### src/reader_writer_lock_unit_macros.svh
// ----------------------------------------------------------------------------
// Reader-writer lock unit assertion macros
// Concurrent assertion wrappers that fall away in synthesis.
// ----------------------------------------------------------------------------
`ifndef READER_WRITER_LOCK_UNIT_MACROS_SVH
`define READER_WRITER_LOCK_UNIT_MACROS_SVH

`ifndef SYNTHESIS
// Property must hold at every clock edge outside reset.
`define RWL_ASSERT(lbl, clk, rst_n, prop, msg) \
  lbl: assert property (@(posedge clk) disable iff (!(rst_n)) (prop)) else $error(msg);
// When the trigger holds, the consequence must hold in the next cycle.
`define RWL_ASSERT_NEXT(lbl, clk, rst_n, trig, cons, msg) \
  lbl: assert property (@(posedge clk) disable iff (!(rst_n)) (trig) |=> (cons)) \
    else $error(msg);
`else
`define RWL_ASSERT(lbl, clk, rst_n, prop, msg)
`define RWL_ASSERT_NEXT(lbl, clk, rst_n, trig, cons, msg)
`endif

`endif

### src/rwl_pkg.sv
// ----------------------------------------------------------------------------
// Reader-writer lock unit package
// Request kinds, status codes and counter widths shared by the lock unit.
// ----------------------------------------------------------------------------
package rwl_pkg;

  localparam int unsigned CountBits    = 8;
  localparam int unsigned TidW         = 6;
  localparam int unsigned KindW        = 3;
  localparam int unsigned StatusW      = 3;
  localparam int unsigned ReaderTotalW = 8;

  typedef logic [CountBits-1:0] count_t;
  typedef logic [TidW-1:0]      tid_t;

  localparam count_t CountMax = '1;

  typedef enum logic [KindW-1:0] {
    REQ_RDLOCK      = 3'd0,
    REQ_TRYRDLOCK   = 3'd1,
    REQ_WRLOCK      = 3'd2,
    REQ_TRYWRLOCK   = 3'd3,
    REQ_UNLOCK      = 3'd4,
    REQ_RD_RESUMED  = 3'd5,
    REQ_WR_RESUMED  = 3'd6
  } req_kind_e;

  typedef enum logic [StatusW-1:0] {
    ST_GRANTED   = 3'd0,
    ST_WAIT      = 3'd1,
    ST_BUSY      = 3'd2,
    ST_AGAIN     = 3'd3,
    ST_NOT_OWNER = 3'd4,
    ST_NO_WAITER = 3'd5
  } status_e;

endpackage

### src/reader_writer_lock_unit.sv
// ----------------------------------------------------------------------------
// Reader-writer lock unit
// Writer-preferring lock arbiter with waiting counts and wake hints.
// ----------------------------------------------------------------------------
// The unit takes one lock transaction per clock cycle while the consumer keeps
// up and returns exactly one response transaction for each, in order. A request
// is captured in an input register; from there a single pass of compare and
// increment logic evaluates it against the lock state, updates that state and
// loads the response register, from which the response is presented, so the
// sustained rate is one transaction per cycle. Both registers advance together
// whenever the response register is empty or being taken, so a full pipeline
// keeps accepting while the consumer keeps up and holds cleanly when
// it stalls. New readers are admitted only while no writer holds the lock and
// none waits; a writer is admitted only when there are neither readers nor a
// writer. Blocking requests that cannot be granted are counted as waiting and
// answered with a wait status; try requests are answered busy instead. All
// counters saturate: a request that would overflow one changes nothing and is
// answered with an again status. A successful unlock hints that one waiting
// writer should be woken when no readers remain, otherwise that all waiting
// readers should be woken. The scheduler reports each woken thread back with
// a resumed-reader or resumed-writer transaction. The state is cleared by
// reset, so the lock is usable at once after reset.
// ----------------------------------------------------------------------------
`include "reader_writer_lock_unit_macros.svh"

module reader_writer_lock_unit
  import rwl_pkg::*;
(
  input  logic                    clk_i,
  input  logic                    rst_ni,
  // Request channel
  input  logic                    req_valid_i,
  output logic                    req_ready_o,
  input  logic [KindW-1:0]        req_type_i,
  input  logic [TidW-1:0]         thread_id_i,
  // Response channel
  output logic                    rsp_valid_o,
  input  logic                    rsp_ready_i,
  output logic [StatusW-1:0]      status_o,
  output logic                    wake_one_writer_o,
  output logic                    wake_all_readers_o,
  output logic [ReaderTotalW-1:0] reader_total_o
);

  // --------------------------------------------------------------------------
  // Pipeline control. The evaluate stage fires when it holds a request and the
  // response register is free or is being emptied in this cycle.
  // --------------------------------------------------------------------------
  logic in_valid_q;
  logic out_valid_q;
  logic advance;
  logic eval_fire;

  assign advance     = !out_valid_q || rsp_ready_i;
  assign eval_fire   = in_valid_q && advance;
  assign req_ready_o = !in_valid_q || advance;

  // Input register (payload needs no reset)
  logic [KindW-1:0] kind_q;
  tid_t             tid_q;

  always_ff @(posedge clk_i or negedge rst_ni) begin
    if (!rst_ni) begin
      in_valid_q <= 1'b0;
    end else if (req_ready_o) begin
      in_valid_q <= req_valid_i;
    end
  end

  always_ff @(posedge clk_i) begin
    if (req_valid_i && req_ready_o) begin
      kind_q <= req_type_i;
      tid_q  <= thread_id_i;
    end
  end

  // --------------------------------------------------------------------------
  // Lock state
  // --------------------------------------------------------------------------
  count_t active_readers_q, active_readers_d;
  count_t readers_waiting_q, readers_waiting_d;
  count_t writers_waiting_q, writers_waiting_d;
  logic   writer_held_q, writer_held_d;
  tid_t   writer_owner_q, writer_owner_d;

  status_e status_d;
  logic    wake_w_d;
  logic    wake_r_d;

  // --------------------------------------------------------------------------
  // Single-pass evaluation of the captured request against the lock state.
  // --------------------------------------------------------------------------
  always_comb begin
    active_readers_d  = active_readers_q;
    readers_waiting_d = readers_waiting_q;
    writers_waiting_d = writers_waiting_q;
    writer_held_d     = writer_held_q;
    writer_owner_d    = writer_owner_q;
    status_d          = ST_GRANTED;
    wake_w_d          = 1'b0;
    wake_r_d          = 1'b0;

    unique case (kind_q)
      REQ_RDLOCK, REQ_TRYRDLOCK: begin
        if (!writer_held_q && (writers_waiting_q == '0)) begin
          if (active_readers_q == CountMax) begin
            status_d = ST_AGAIN;
          end else begin
            active_readers_d = active_readers_q + count_t'(1);
          end
        end else if (kind_q == REQ_TRYRDLOCK) begin
          status_d = ST_BUSY;
        end else if (readers_waiting_q == CountMax) begin
          status_d = ST_AGAIN;
        end else begin
          readers_waiting_d = readers_waiting_q + count_t'(1);
          status_d          = ST_WAIT;
        end
      end
      REQ_WRLOCK, REQ_TRYWRLOCK: begin
        if (!writer_held_q && (active_readers_q == '0)) begin
          writer_owner_d = tid_q;
          writer_held_d  = 1'b1;
        end else if (kind_q == REQ_TRYWRLOCK) begin
          status_d = ST_BUSY;
        end else if (writers_waiting_q == CountMax) begin
          status_d = ST_AGAIN;
        end else begin
          writers_waiting_d = writers_waiting_q + count_t'(1);
          status_d          = ST_WAIT;
        end
      end
      REQ_UNLOCK: begin
        if (writer_held_q && (writer_owner_q != tid_q)) begin
          status_d = ST_NOT_OWNER;
        end else begin
          if (writer_held_q) begin
            writer_held_d = 1'b0;
          end else if (active_readers_q != '0) begin
            active_readers_d = active_readers_q - count_t'(1);
          end
          // The wake decision looks at the reader count after this release.
          if ((active_readers_d == '0) && (writers_waiting_q != '0)) begin
            wake_w_d = 1'b1;
          end else if (readers_waiting_q != '0) begin
            wake_r_d = 1'b1;
          end
        end
      end
      REQ_RD_RESUMED: begin
        if (readers_waiting_q == '0) begin
          status_d = ST_NO_WAITER;
        end else if (active_readers_q == CountMax) begin
          status_d = ST_AGAIN;
        end else begin
          active_readers_d  = active_readers_q + count_t'(1);
          readers_waiting_d = readers_waiting_q - count_t'(1);
        end
      end
      REQ_WR_RESUMED: begin
        if (writers_waiting_q == '0) begin
          status_d = ST_NO_WAITER;
        end else begin
          writer_owner_d    = tid_q;
          writer_held_d     = 1'b1;
          writers_waiting_d = writers_waiting_q - count_t'(1);
        end
      end
      default: begin
        // Unused request kind: no effect on the lock.
        status_d = ST_NO_WAITER;
      end
    endcase
  end

  always_ff @(posedge clk_i or negedge rst_ni) begin
    if (!rst_ni) begin
      active_readers_q  <= '0;
      readers_waiting_q <= '0;
      writers_waiting_q <= '0;
      writer_held_q     <= 1'b0;
      writer_owner_q    <= '0;
    end else if (eval_fire) begin
      active_readers_q  <= active_readers_d;
      readers_waiting_q <= readers_waiting_d;
      writers_waiting_q <= writers_waiting_d;
      writer_held_q     <= writer_held_d;
      writer_owner_q    <= writer_owner_d;
    end
  end

  // --------------------------------------------------------------------------
  // Response register. The reported reader total is the low bits of the
  // updated count, zero-extended when the counter is narrower.
  // --------------------------------------------------------------------------
  logic [CountBits+ReaderTotalW-1:0] total_ext;
  assign total_ext = {{ReaderTotalW{1'b0}}, active_readers_d};

  status_e                 status_q;
  logic                    wake_w_q;
  logic                    wake_r_q;
  logic [ReaderTotalW-1:0] reader_total_q;

  always_ff @(posedge clk_i or negedge rst_ni) begin
    if (!rst_ni) begin
      out_valid_q <= 1'b0;
    end else if (advance) begin
      out_valid_q <= in_valid_q;
    end
  end

  always_ff @(posedge clk_i) begin
    if (eval_fire) begin
      status_q       <= status_d;
      wake_w_q       <= wake_w_d;
      wake_r_q       <= wake_r_d;
      reader_total_q <= total_ext[ReaderTotalW-1:0];
    end
  end

  assign rsp_valid_o        = out_valid_q;
  assign status_o           = status_q;
  assign wake_one_writer_o  = wake_w_q;
  assign wake_all_readers_o = wake_r_q;
  assign reader_total_o     = reader_total_q;

  // --------------------------------------------------------------------------
  // Assertions
  // --------------------------------------------------------------------------
  `RWL_ASSERT(a_wake_exclusive, clk_i, rst_ni,
      !(out_valid_q && wake_w_q && wake_r_q),
      "both wake hints raised in one response")

  `RWL_ASSERT(a_wake_only_granted, clk_i, rst_ni,
      !(out_valid_q && (wake_w_q || wake_r_q) && (status_q != ST_GRANTED)),
      "wake hint on a response that was not granted")

  `RWL_ASSERT_NEXT(a_state_holds_when_idle, clk_i, rst_ni, !eval_fire,
      $stable(active_readers_q) && $stable(readers_waiting_q) &&
      $stable(writers_waiting_q) && $stable(writer_held_q),
      "lock state changed without an evaluated transaction")

  `RWL_ASSERT_NEXT(a_writer_gain_source, clk_i, rst_ni,
      eval_fire && !writer_held_q && writer_held_d,
      writer_held_q && out_valid_q && (status_q == ST_GRANTED),
      "writer ownership taken without a granted response")

  `RWL_ASSERT_NEXT(a_response_follows_eval, clk_i, rst_ni, eval_fire,
      out_valid_q,
      "evaluated transaction produced no response")

endmodule
### config.mk
export PLATFORM = sky130hd
export DESIGN_NAME = reader_writer_lock_unit
export DESIGN_NICKNAME = d
export VERILOG_FILES = /design/src/rwl_pkg.sv /design/src/reader_writer_lock_unit.sv
export VERILOG_INCLUDE_DIRS = /design/src /design/src/src
export SDC_FILE = /design/constraint.sdc
export NUM_CORES = 1
export LEC_CHECK = 0
export ABC_AREA = 1
export BUFFER_PORTS_ARGS = -buffer_cell sky130_fd_sc_hd__buf_4
export CAP_MARGIN = 5
export CORE_ASPECT_RATIO = 1.4
export CORE_MARGIN = 2
export CORE_UTILIZATION = 47
export DETAILED_ROUTE_END_ITERATION = 16
export HOLD_SLACK_MARGIN = 0.12
export PLACE_DENSITY = 0.67
export SKIP_LAST_GASP = 1
export SYNTH_ARGS = -nofsm -noshare
export SYNTH_HDL_FRONTEND = slang
export SYNTH_SLANG_ARGS = --single-unit
### constraint.sdc
create_clock -name clk_i -period 5.1 [get_ports clk_i]
set_clock_uncertainty 0.1 [all_clocks]
set_input_delay 0.765 -clock clk_i [delete_from_list [all_inputs] [get_ports clk_i]]
set_output_delay 0.765 -clock clk_i [all_outputs]
set_load 0.02 [all_outputs]
After elaboration in Yosys (flattened, before gate mapping)
Cells that the tools add are included.
Storage, ports and cells
  input bits: 13
  output and inout port bits: 15
  bits in registers: 55
  logic and storage cells: 111
Cells by class
  $add $sub $neg: 6
  reductions and logical operators: 30
  bitwise logic cells: 1
  equal/unequal tests: 21
  multiplexer cells: 40
Operators by type and width (count)
  8-bit 2-to-1 mux: 17
  8-bit logical NOT: 4
  8-bit case mux with 2 select lines: 2
  8-bit by 1-bit adder with 8-bit output, second input constant: 3
  8-bit equality test, second input constant: 3
  8-bit case mux with 3 select lines: 1
  8-bit nonzero test: 3
  8-bit by 1-bit subtractor with 8-bit output, second input constant: 3
  2-bit != test, second input constant: 11
  3-bit case mux with 5 select lines: 1
  2-bit 2-to-1 mux: 6
  3-bit 2-to-1 mux: 4
  6-bit 2-to-1 mux: 2
  6-bit case mux with 2 select lines: 1
  3-bit equality test, second input constant: 3
  7-bit AND reduction: 1
  3-bit by 2-bit equality test with 1-bit output, second input constant: 2
  1-bit logical AND: 6
  6-bit != test: 1
  6-bit AND reduction: 1
  2-bit OR reduction: 3
  1-bit 2-to-1 mux: 5
  5-bit AND reduction: 1
  4-bit AND reduction: 1
  other kinds (9): 13

Longest topological paths before layout
Gate-level depths: netlist of the first run.
  depth after elaboration: 8
  depth in mapped cells: 13
  gate-level depth less buffers: 13

Worst setup path after synthesis of the first run
Ideal clock, no wire load.
  path type: reg2reg
  start point: register kind_q[1]
  end point: register writers_waiting_q[5]
  path buffers: 0
  data arrival time: 1730 ps
  setup slack: 3149 ps
  required time: 4879 ps
  stages on the path, launching flop included: 11
  period minus slack after synthesis: 1951 ps
  library setup time: 121 ps
  cell sequence: edfxtp_1 > inv_2 > nor2_4 > nand2_4 > inv_2 > ha_1 > a21oi_1 > nand2_1 > a21oi_1 > xor2_1 > o21ai_2
Between the ends
  longest elaborated chain between the ends: 4
  elaborated cells on any way between the ends: 11
  those cells by class: 7 x eq/ne; 1 x mux; 3 x reduce/logical
RTL lines
  start, declared: RTL line reader_writer_lock_unit.sv:59  | logic [KindW-1:0] kind_q;
  start signal, assigned: RTL line reader_writer_lock_unit.sv:72  | kind_q <= req_type_i;
  3-bit by 2-bit equality test with 1-bit output, on equally long branches: RTL line reader_writer_lock_unit.sv:103, reader_writer_lock_unit.sv:124
  2-bit OR reduction: RTL line reader_writer_lock_unit.sv:103  | unique case (kind_q)
  2-bit != test (no line) or 2-bit nonzero test (tied branches)
  6-bit AND reduction (no line)
  end signal, assigned: RTL line reader_writer_lock_unit.sv:186  | writers_waiting_q <= writers_waiting_d;
  end, declared: RTL line reader_writer_lock_unit.sv:82  | count_t writers_waiting_q, writers_waiting_d;
Parallel ways exist; a longest one is shown, timed or not.
A chain may end at the register's enable or synchronous reset.

Worst setup path in the final report of the first run
  start point: register kind_q[1]
  end point: register readers_waiting_q[7]
Between the ends
  longest elaborated chain between the ends: 4
  elaborated cells on any way between the ends: 12
  those cells by class: 7 x eq/ne; 1 x mux; 4 x reduce/logical
RTL lines
  3-bit by 1-bit equality test with 1-bit output or 3-bit logical NOT (tied branches): RTL line reader_writer_lock_unit.sv:103, reader_writer_lock_unit.sv:111
  2-bit OR reduction: RTL line reader_writer_lock_unit.sv:103
  2-bit != test (no line) or 2-bit nonzero test (tied branches)
  7-bit AND reduction (no line)
  end signal, assigned: RTL line reader_writer_lock_unit.sv:185  | readers_waiting_q <= readers_waiting_d;
  end, declared: RTL line reader_writer_lock_unit.sv:81  | count_t readers_waiting_q, readers_waiting_d;
Parallel ways exist; a longest one is shown, timed or not.

==> results.yml, run 1 <==
outcome:
  outcome: "finished clean"
worst_setup_path:
  reg2reg_slack_ns: 2.62
  cp-start-kind: "flop"
  critPathArrivalTime_ns: 2.60
  cp_max_fo: 14
  crit_path_end_kind: "flop"
  setup.worst_path.class: "reg -> reg"
  cp.required_ns: 5.22
floorplan:
  die_area_um2: 9270
  coreArea_um2: 8198
  start_util: 0.4876
  die_w_um: 81.95
  die_h_um: 113.1
  ioPinCount: 28
  rows: 39
finish:
  fillers: 789
  drive_gt1_frac: 0.1546
  finish.instance_area_um2: 4360
  area_delta_synth_final_pct: 9.077
  instances_no_fill: 639
  antennaDiodeCount: 0
  fin_nets: 566
  seq_area_um2: 1486
  multi_input_area_um2: 2165
  final_cell_mix: "nand2_1, nand3_1, inv_1, nor2_1, dfrtp_1"
  mostFrequentLayoutCell: "nand2_1"
min_path:
  hold_path_class: "in -> async"
timing:
  period_share: 0.4858
  worst_pin_slew_ns: 0.8476
  setup_violations: 0
  totalNegativeSetupSlack_ns: 0
  finalCriticalPeriod_ns: 2.478
  rsz0062_at_grt: "false"
  finalMaxSlewViolations: 0
  max_slew_margin: 0.4328
  hold_viol_final: 0
  fin_ws_ns: 2.622
  max_freq_mhz: 403.6
power_and_ir_drop:
  power_uw: 2203
  cellPowerDensity_nw_per_um2: 505.3
  peakVddDrop_mv: 0.2813
  p_leak_uw: 0.002138
detailed_routing:
  antenna_left: 0
  drcViolationCount: 0
  drt_iter0_markers: 225
  first_pass_iters: 5
  routed_wl_um: 8889
  vias: 3424
  viasPerCell: 5.358
  routedWlPerCell_um: 13.91
clocking:
  clock-sinks: 55
  path_clk_slew_ns: 0.08
  htree_levels: 2
  post_cts_resized: 0
  cts_tree: "yes"
  clock-root-buffer: "clkbuf_16"
  cts_setup_buffers: 0
  insertion_delay_ns: 0.30
  clockBufferDepth: 2
  cts_hold_buf: 0
  cts_buffers: 5
global_routing:
  antenna_found_initial: 0
  grt_use_total: 0.2074
  grt_pass1_vias: 3261
  grt_pass1_wl_um: 15020
  grt_start_max_net_pins: 34
  overflow: 0
placement:
  dp_hpwl_um: 6585
  place_area_um2: 4208
  io_buffers: 27
  gp_congestion: 0.9850
  post-place-cells: 631
  pre_cts_ws_ns: 2.539
job:
  cap_violations: 0
yosys:
  syn-num-nets: 545
  ys_ff_latch: 55
  ys_warn_count: 0
  syn_area_per_cell_um2: 7.762
  yosys.area.top_type_share: 0.2066
  yosysTopAreaCell: "dfrtp_1"
  synthesis.area_um2: 3998
  syn_inst: 515
  ys_seq_area_frac: 0.3718
  yosys-top-cells-area: "dfrtp_1, edfxtp_1, nand2_1, nand3_1, ha_1"
  synth_cell_types: 39
## critical path, cell delays in order, from the launching register on
cell	delay, ns
edfxtp_1	0.72
inv_2	0.15
nand3_4	0.15
clkinv_4	0.15
ha_1	0.40
nand2_1	0.07
inv_1	0.07
nand4_1	0.08
nand3_1	0.12
nand2_1	0.06
nand2_1	0.07
xnor2_1	0.11
nand2_1	0.07
o21ai_2	0.07
## cell type report
class	instances	area share
Clock inverter	3	0.006313
Inverter	54	0.05022
Sequential cell	55	0.3409
Multi-Input combinational cell	392	0.4964
Clock buffer	5	0.02869
Tap cell	102	0.02927
Timing Repair Buffer	28	0.04821
## registers in the layout, summed over array words and instances, names as in the netlist, 3 cells and up
name	flops
active_readers_q	8
reader_total_o	8
readers_waiting_q	8
writers_waiting_q	8
tid_q	6
writer_owner_q	6
kind_q	3
status_o	3
## metrics by stage
stage / hold slack (ns) / utilization
finish: 0.3219 / 0.5319
global route: 0.3504 / 0.5319
CTS: 0.3306 / 0.5319
detailed placement: 0.3798 / 0.5133
global placement: 0.3738 / 0.5133
floorplan: 0.3610 / -
## final timing paths
check	from	endpoint	cells past startpoint
worst max-delay path	kind_q[1]	readers_waiting_q[7]	13
worst min-delay path	rst_ni	active_readers_q[2]	1
worst max register to register	kind_q[1]	readers_waiting_q[7]	13
worst min register to register	writer_owner_q[5]	writer_owner_q[5]	2
max in group asynchronous	rst_ni	active_readers_q[3]	1
min in group clk_i	writer_owner_q[5]	writer_owner_q[5]	2
## power breakdown
group | switching, uW | internal (uW)
Combinational | 637 | 399
Sequential | 198 | 616
Clock | 166 | 187
Total | 1000 | 1200
## per-layer routing
metal	vias to the layer above	routed length, um	track usage	share of wire
li1	1720	-	-	-
met2	76	4557	0.3485	0.51
met4	0	272	0.09778	0.031
met1	1610	3787	0.2563	0.43
met5	-	0	0	0
met3	18	271	0.03030	0.030
## cell usage after synthesis (all sizes together)
library cell / n
a21oi: 12
nor3b: 1
clkinv: 3
o21ai: 18
fa: 2
nor2: 45
o21bai: 1
a31o: 1
a21o: 2
inv: 51
edfxtp: 22
buf: 14
nor3: 8
o211ai: 2
a31oi: 4
nand2: 179
dfrtp: 33
nand4: 17
nand3: 59
nand3b: 2
nor4: 1
xnor2: 7
ha: 15
xor2: 16
## kinds of logic (layout without fill, tap and decap cells)
kind of cell / Yosys count / in the layout / synth area share
and+or+nand+nor: 312 / 312 / 0.3703
xor gates and xnor gates: 23 / 23 / 0.05039
DFF: 55 / 55 / 0.3718
AOI/OAI and AO/OA: 40 / 40 / 0.06385
adders and majority gates: 17 / 17 / 0.05696
buffers and inverters: 68 / 90 / 0.08669
Note: power is estimated with default switching activity, not from simulation.
==> run 2, diff against run 1 <==
ABC_AREA = 0   (was 1)
PLACE_DENSITY = 0.69   (was 0.67)
clock period = 2.1 ns   (was 5.1 ns; I/O delays follow)
==> run 2 against run 1 <==
Net effect:
- the flow now finishes with violations (setup timing)
- die area is 5.0% lower
- worst setup slack worse by 3.0 ns
- first-iteration DRC count is 56% higher
- cell count grew 1.1%
- clock-buffer cell count unchanged
- highest routed layer unchanged
==> results.yml, run 2 <==
outcome:
  outcome: "finished, violations left"
  violations: "setup timing"
clocking:
  clock-sinks: 55
  cts_buffers: 5
  clock-root-buffer: "clkbuf_8"
  htree_levels: 2
  path_clk_slew_ns: 0.10
  insertion_delay_ns: 0.32
  cts_tree: "yes"
  clockBufferDepth: 2
worst_setup_path:
  cp_max_fo: 6
  critPathArrivalTime_ns: 2.59
  cp-start-kind: "flop"
  setup.worst_path.class: "reg -> reg"
  crit_path_end_kind: "flop"
  cp.required_ns: 2.19
timing:
  max_slew_margin: 0.6733
  worst_pin_slew_ns: 0.4900
  whs_ns: 0.2063
  period_share: 1.192
  max_freq_mhz: 399.6
  hold_viol_final: 0
  totalNegativeSetupSlack_ns: -6.595
  finalMaxSlewViolations: 0
  finalCriticalPeriod_ns: 2.503
  setup_violations: 39
  fin_ws_ns: -0.4026
  rsz0062_at_grt: "true"
floorplan:
  die_area_um2: 8808
  start_util: 0.4860
  rows: 38
  coreArea_um2: 7797
  die_h_um: 110.3
  ioPinCount: 28
  die_w_um: 79.89
yosys:
  ys_ff_latch: 55
  synth_edf_count: 22
  synth_cell_types: 71
  yosys-top-cells-area: "dfrtp_1, edfxtp_1, ha_1, mux2_2, nand2_1"
  ys.flop_type: "dfrtp_1"
  syn_inst: 385
  ys_seq_area_frac: 0.3922
  async_flop_share: 0.6000
  syn-num-nets: 415
  synthesis.area_um2: 3790
  yosys.area.top_type_share: 0.2179
  ys_warn_count: 0
  syn_area_per_cell_um2: 9.844
  synthMostInstantiatedCell: "dfrtp_1"
  yosysTopAreaCell: "dfrtp_1"
  ys_top_cells_by_count: "dfrtp_1, nand2_1, edfxtp_1, nor2_1, inv_1"
placement:
  io_buffers: 27
  dp_hpwl_um: 7684
  place_area_um2: 4855
  gp_congestion: 0.9059
finish:
  fillers: 470
  area_delta_synth_final_pct: 59.95
  finish.instance_area_um2: 6062
  antennaDiodeCount: 0
  fin_nets: 575
  final_cell_mix: "buf_4, dfrtp_1, nand2_1, edfxtp_1, nor2_1"
  final_util: 0.7774
  drive_gt1_frac: 0.5220
  mostFrequentLayoutCell: "buf_4"
detailed_routing:
  dr_wl_met3_um: 727
  first_pass_iters: 5
  antenna_left: 0
  vias: 4013
  top_layer_used: "met4"
  met2RoutedLength_um: 7097
  drcViolationCount: 0
  viasPerCell: 6.212
  wl_met1_um: 4453
  routedWlPerCell_um: 20.18
  drt_iter0_markers: 351
  routed_wl_um: 13030
global_routing:
  antenna_found_initial: 0
  overflow: 0
  grt_start_max_net_pins: 34
  grt_pass1_vias: 3847
  grt_use_total: 0.2589
  grt_pass1_wl_um: 17870
power_and_ir_drop:
  cellPowerDensity_nw_per_um2: 1006
  peakVddDrop_mv: 0.7968
  p_leak_uw: 0.002452
job:
  cap_violations: 0
min_path:
  hold_path_class: "in -> reg"
-- run 2: cell types whose count changed after synthesis, moves of 7 or more --
cell / previous run / this run
nor4_1: 1 / 12
nand3_1: 57 / 16
inv_2: 7 / 0
xor2_1: 16 / 8
nand2b_1: 0 / 10
o21ai_2: 9 / 1
nor2_1: 34 / 22
inv_1: 42 / 19
o21ai_0: 6 / 18
mux2_2: 0 / 10
nand2_1: 170 / 30
clkbuf_1: 0 / 9
nand4_1: 17 / 7
-- run 2: worst max-delay path, cell delays in order, from the launching register on --
cell      delay [ns]
edfxtp_1        0.45
buf_6           0.15
nand3b_1        0.21
inv_4           0.11
ha_4            0.30
nand3_2         0.08
o2111a_1        0.32
nor4_2          0.41
nor4_2          0.10
xor2_1          0.16
-- run 2: per-layer routing --
layer | vias to the layer above | GRT usage
li1 | 1785 | -
met1 | 1956 | 0.2831
met2 | 199 | 0.4845
met3 | 73 | 0.03094
met4 | 0 | 0.1332
met5 | - | 0
-- run 2: through the flow --
step / setup WS, ns / power, uW / std cells
after global routing: -0.4791 / 6412 / 646
after CTS: -0.2780 / 5593 / 626
after floorplan: -0.1417 / 3315 / 385
final: -0.4026 / 6099 / 646
after global placement: -0.1197 / 4394 / 585
after detailed placement: -0.2448 / 4490 / 585
-- run 2: final timing paths --
path	start	cells past startpoint	slack [ns]	endpoint
max in group asynchronous	rst_ni	2	1.15	active_readers_q[0]
min reg2reg	writer_owner_q[2]	1	0.44	writer_owner_q[2]
min	rsp_ready_i	3	0.21	rsp_valid_o
max	kind_q[0]	9	-0.40	readers_waiting_q[7]
max reg2reg	kind_q[0]	9	-0.40	readers_waiting_q[7]
min in group asynchronous	rst_ni	2	0.39	active_readers_q[7]
-- run 2: repair_timing --
| item | 4_1_cts | 5_1_grt |
|---|---|---|
| hold endpoints to repair | 43 | 0 |
| pin swaps | 26 | 47 |
| endpoints found under the setup margin | 35 | 42 |
| resized for setup | 57 | 72 |
| buffers inserted | 22 | 22 |
| hold buffers | 11 | 0 |
| gates cloned | 0 | 1 |
-- run 2: logic make-up after synthesis --
group,synth area share
simple gates,0.2001
mux,0.06471
xor+xnor,0.04391
buf+inv,0.04094
compound gates,0.1981
flops,0.3922
fa+ha+maj,0.06009
-- run 2: area by class of cell --
type / count / area (um2) / share of cell area
Multi-Input combinational cell: 293 / 2835 / 0.4677
Sequential cell: 55 / 1490 / 0.2458
Timing Repair Buffer: 171 / 1413 / 0.2330
Clock buffer: 5 / 68.82 / 0.01135
Tap cell: 100 / 125.1 / 0.02064
Inverter: 19 / 83.83 / 0.01383
Clock inverter: 3 / 46.29 / 0.007637
-- run 2: where the power goes --
part | switching [uW] | internal, uW
logic | 1830 | 1850
registers | 263 | 1430
clock network | 373 | 360
total | 2460 | 3640
==> run 3, diff against run 2 <==
TNS_END_PERCENT = 10   (was not set)
clock period = 2.3 ns   (was 2.1 ns; I/O delays follow)
==> run 3 against run 2 <==
Net effect:
- the flow still finishes with violations (setup timing)
- first-iteration DRC count down 40%
- critical path depth down 1
- non-clock buffer count down 73
- clock power down 21%
- critical endpoint unchanged
- cell area down 20%
==> results.yml, run 3 (synthesized netlist as in run 2, its figures left out) <==
timing:
  hold_viol_final: 0
  max_slew_margin: 0.6577
  finalMaxSlewViolations: 0
  rsz0062_at_grt: "true"
  period_share: 1.026
  finalCriticalPeriod_ns: 2.361
  setup_violations: 1
  max_freq_mhz: 423.6
  fin_ws_ns: -0.06064
  worst_pin_slew_ns: 0.5087
floorplan:
  rows: 38
  start_util: 0.4860
  die_w_um: 79.89
  ioPinCount: 28
  die_h_um: 110.3
  die_area_um2: 8808
  coreArea_um2: 7797
finish:
  final_cell_mix: "buf_4, dfrtp_1, nand2_1, nor2_1, edfxtp_1"
  area_delta_synth_final_pct: 27.37
  drive_gt1_frac: 0.3114
  seq_area_um2: 1486
  antennaDiodeCount: 0
  instances_no_fill: 572
  fillers: 675
  mostFrequentLayoutCell: "buf_4"
  fin_nets: 501
  multi_input_area_um2: 2290
  finish.instance_area_um2: 4827
power_and_ir_drop:
  power.internal_uw: 2643
  power_frac_comb: 0.516
  power_uw: 4408
  netSwitchingPower_uw: 1766
  p_seq_frac: 0.354
  p_sw_frac: 0.4005
  peakVddDrop_mv: 0.5722
  cellPowerDensity_nw_per_um2: 913.2
  p_leak_uw: 0.001958
  pwr-share-clk: 0.131
worst_setup_path:
  cp.required_ns: 2.46
  cp-startpoint: "kind_q[0]"
  crit_path_end: "readers_waiting_q[7]"
  critPathArrivalTime_ns: 2.52
  cp_max_fo: 6
  r2r-end: "readers_waiting_q[7]"
  regToRegStartpoint: "kind_q[0]"
  setup.worst_path.class: "reg -> reg"
  reg2reg_slack_ns: -0.06
  r2r_cells: 8
  crit_path_end_kind: "flop"
  cp-start-kind: "flop"
clocking:
  htree_levels: 2
  clock-sinks: 55
  clockBufferDepth: 2
  cts_tree: "yes"
  cts_buffers: 5
  insertion_delay_ns: 0.33
  clock-root-buffer: "clkbuf_8"
  path_clk_slew_ns: 0.10
placement:
  io_buffers: 27
  pre_cts_ws_ns: -0.1073
  gp_congestion: 0.9697
  dp_hpwl_um: 7254
  post-place-cells: 551
  place_area_um2: 4482
detailed_routing:
  routed_wl_um: 9813
  met2RoutedLength_um: 5354
  drcViolationCount: 0
  wl_met1_um: 3743
  drt_iter0_markers: 212
  dr_wl_met3_um: 343
  antenna_left: 0
  vias: 3433
  first_pass_iters: 5
  routedWlPerCell_um: 17.16
  viasPerCell: 6.002
  top_layer_used: "met4"
global_routing:
  grt_use_total: 0.2330
  grt_start_max_net_pins: 34
  grt_pass1_vias: 3385
  antenna_found_initial: 0
  grt_pass1_wl_um: 16040
  overflow: 0
min_path:
  hold_path_class: "in -> reg"
outcome:
  outcome: "finished, violations left"
  violations: "setup timing"
job:
  cap_violations: 0
run 3: final cells by class:
type / count / share of cell area
inverter: 19 / 0.01477
tap: 100 / 0.02592
clock inverter: 3 / 0.004666
clock buffer: 5 / 0.01426
multi-input combinational: 292 / 0.4743
sequential: 55 / 0.3079
timing repair buffer: 98 / 0.1581
run 3: repair_timing:
| item | in CTS | in global routing |
|---|---|---|
| hold buffers | 11 | 0 |
| setup endpoints to repair | 8 | 25 |
| gates resized for setup | 4 | 20 |
| hold endpoints to repair | 43 | 0 |
| pin swaps | 0 | 5 |
| buffers inserted | 0 | 2 |
run 3: routing by layer:
| layer | up-vias | global-route usage |
|---|---|---|
| met2 | 103 | 0.4298 |
| met1 | 1668 | 0.2635 |
| met5 | - | 0 |
| li1 | 1631 | - |
| met3 | 31 | 0.02850 |
| met4 | 0 | 0.1114 |
run 3: how the worst min path moves through the flow:
stage	from	endpoint	slack, ns	depth (start not counted)
after detailed placement	rst_ni	active_readers_q[7]	0.23	1
after global placement	rst_ni	active_readers_q[7]	0.23	1
after CTS	rsp_ready_i	rsp_valid_o	0.23	3
after global routing	rsp_ready_i	rsp_valid_o	0.26	3
final	rsp_ready_i	rsp_valid_o	0.22	3
after floorplan	rst_ni	active_readers_q[0]	-0.05	0
run 3: worst max-delay path, stage by stage (launching register included):
cell      delay (ns)
edfxtp_1        0.43
nand3b_1        0.23
inv_2           0.14
ha_4            0.32
nand3_1         0.10
o2111a_1        0.28
o31a_1          0.33
nor4_2          0.19
xor2_1          0.17
run 3: power by group through the flow:
stage | registers (uW) | logic (uW) | clock network [uW]
6_report | 1560 | 2270 | 577
2_1_floorplan | 1570 | 1340 | 0
5_1_grt | 1600 | 2510 | 614
3_5_place_dp | 1570 | 2110 | 0
4_1_cts | 1550 | 2140 | 585
3_3_place_gp | 1560 | 2050 | 0
run 3: metrics by stage:
step	hold WS, ns	util	setup TNS, ns
floorplan	-0.05059	-	-0.008072
global route	0.2600	0.6191	-0.8029
CTS	0.2332	0.6016	-0.03283
finish	0.2221	0.6191	-0.06064
detailed placement	0.2292	0.5748	-0.2650
global placement	0.2281	0.5748	-0.007881
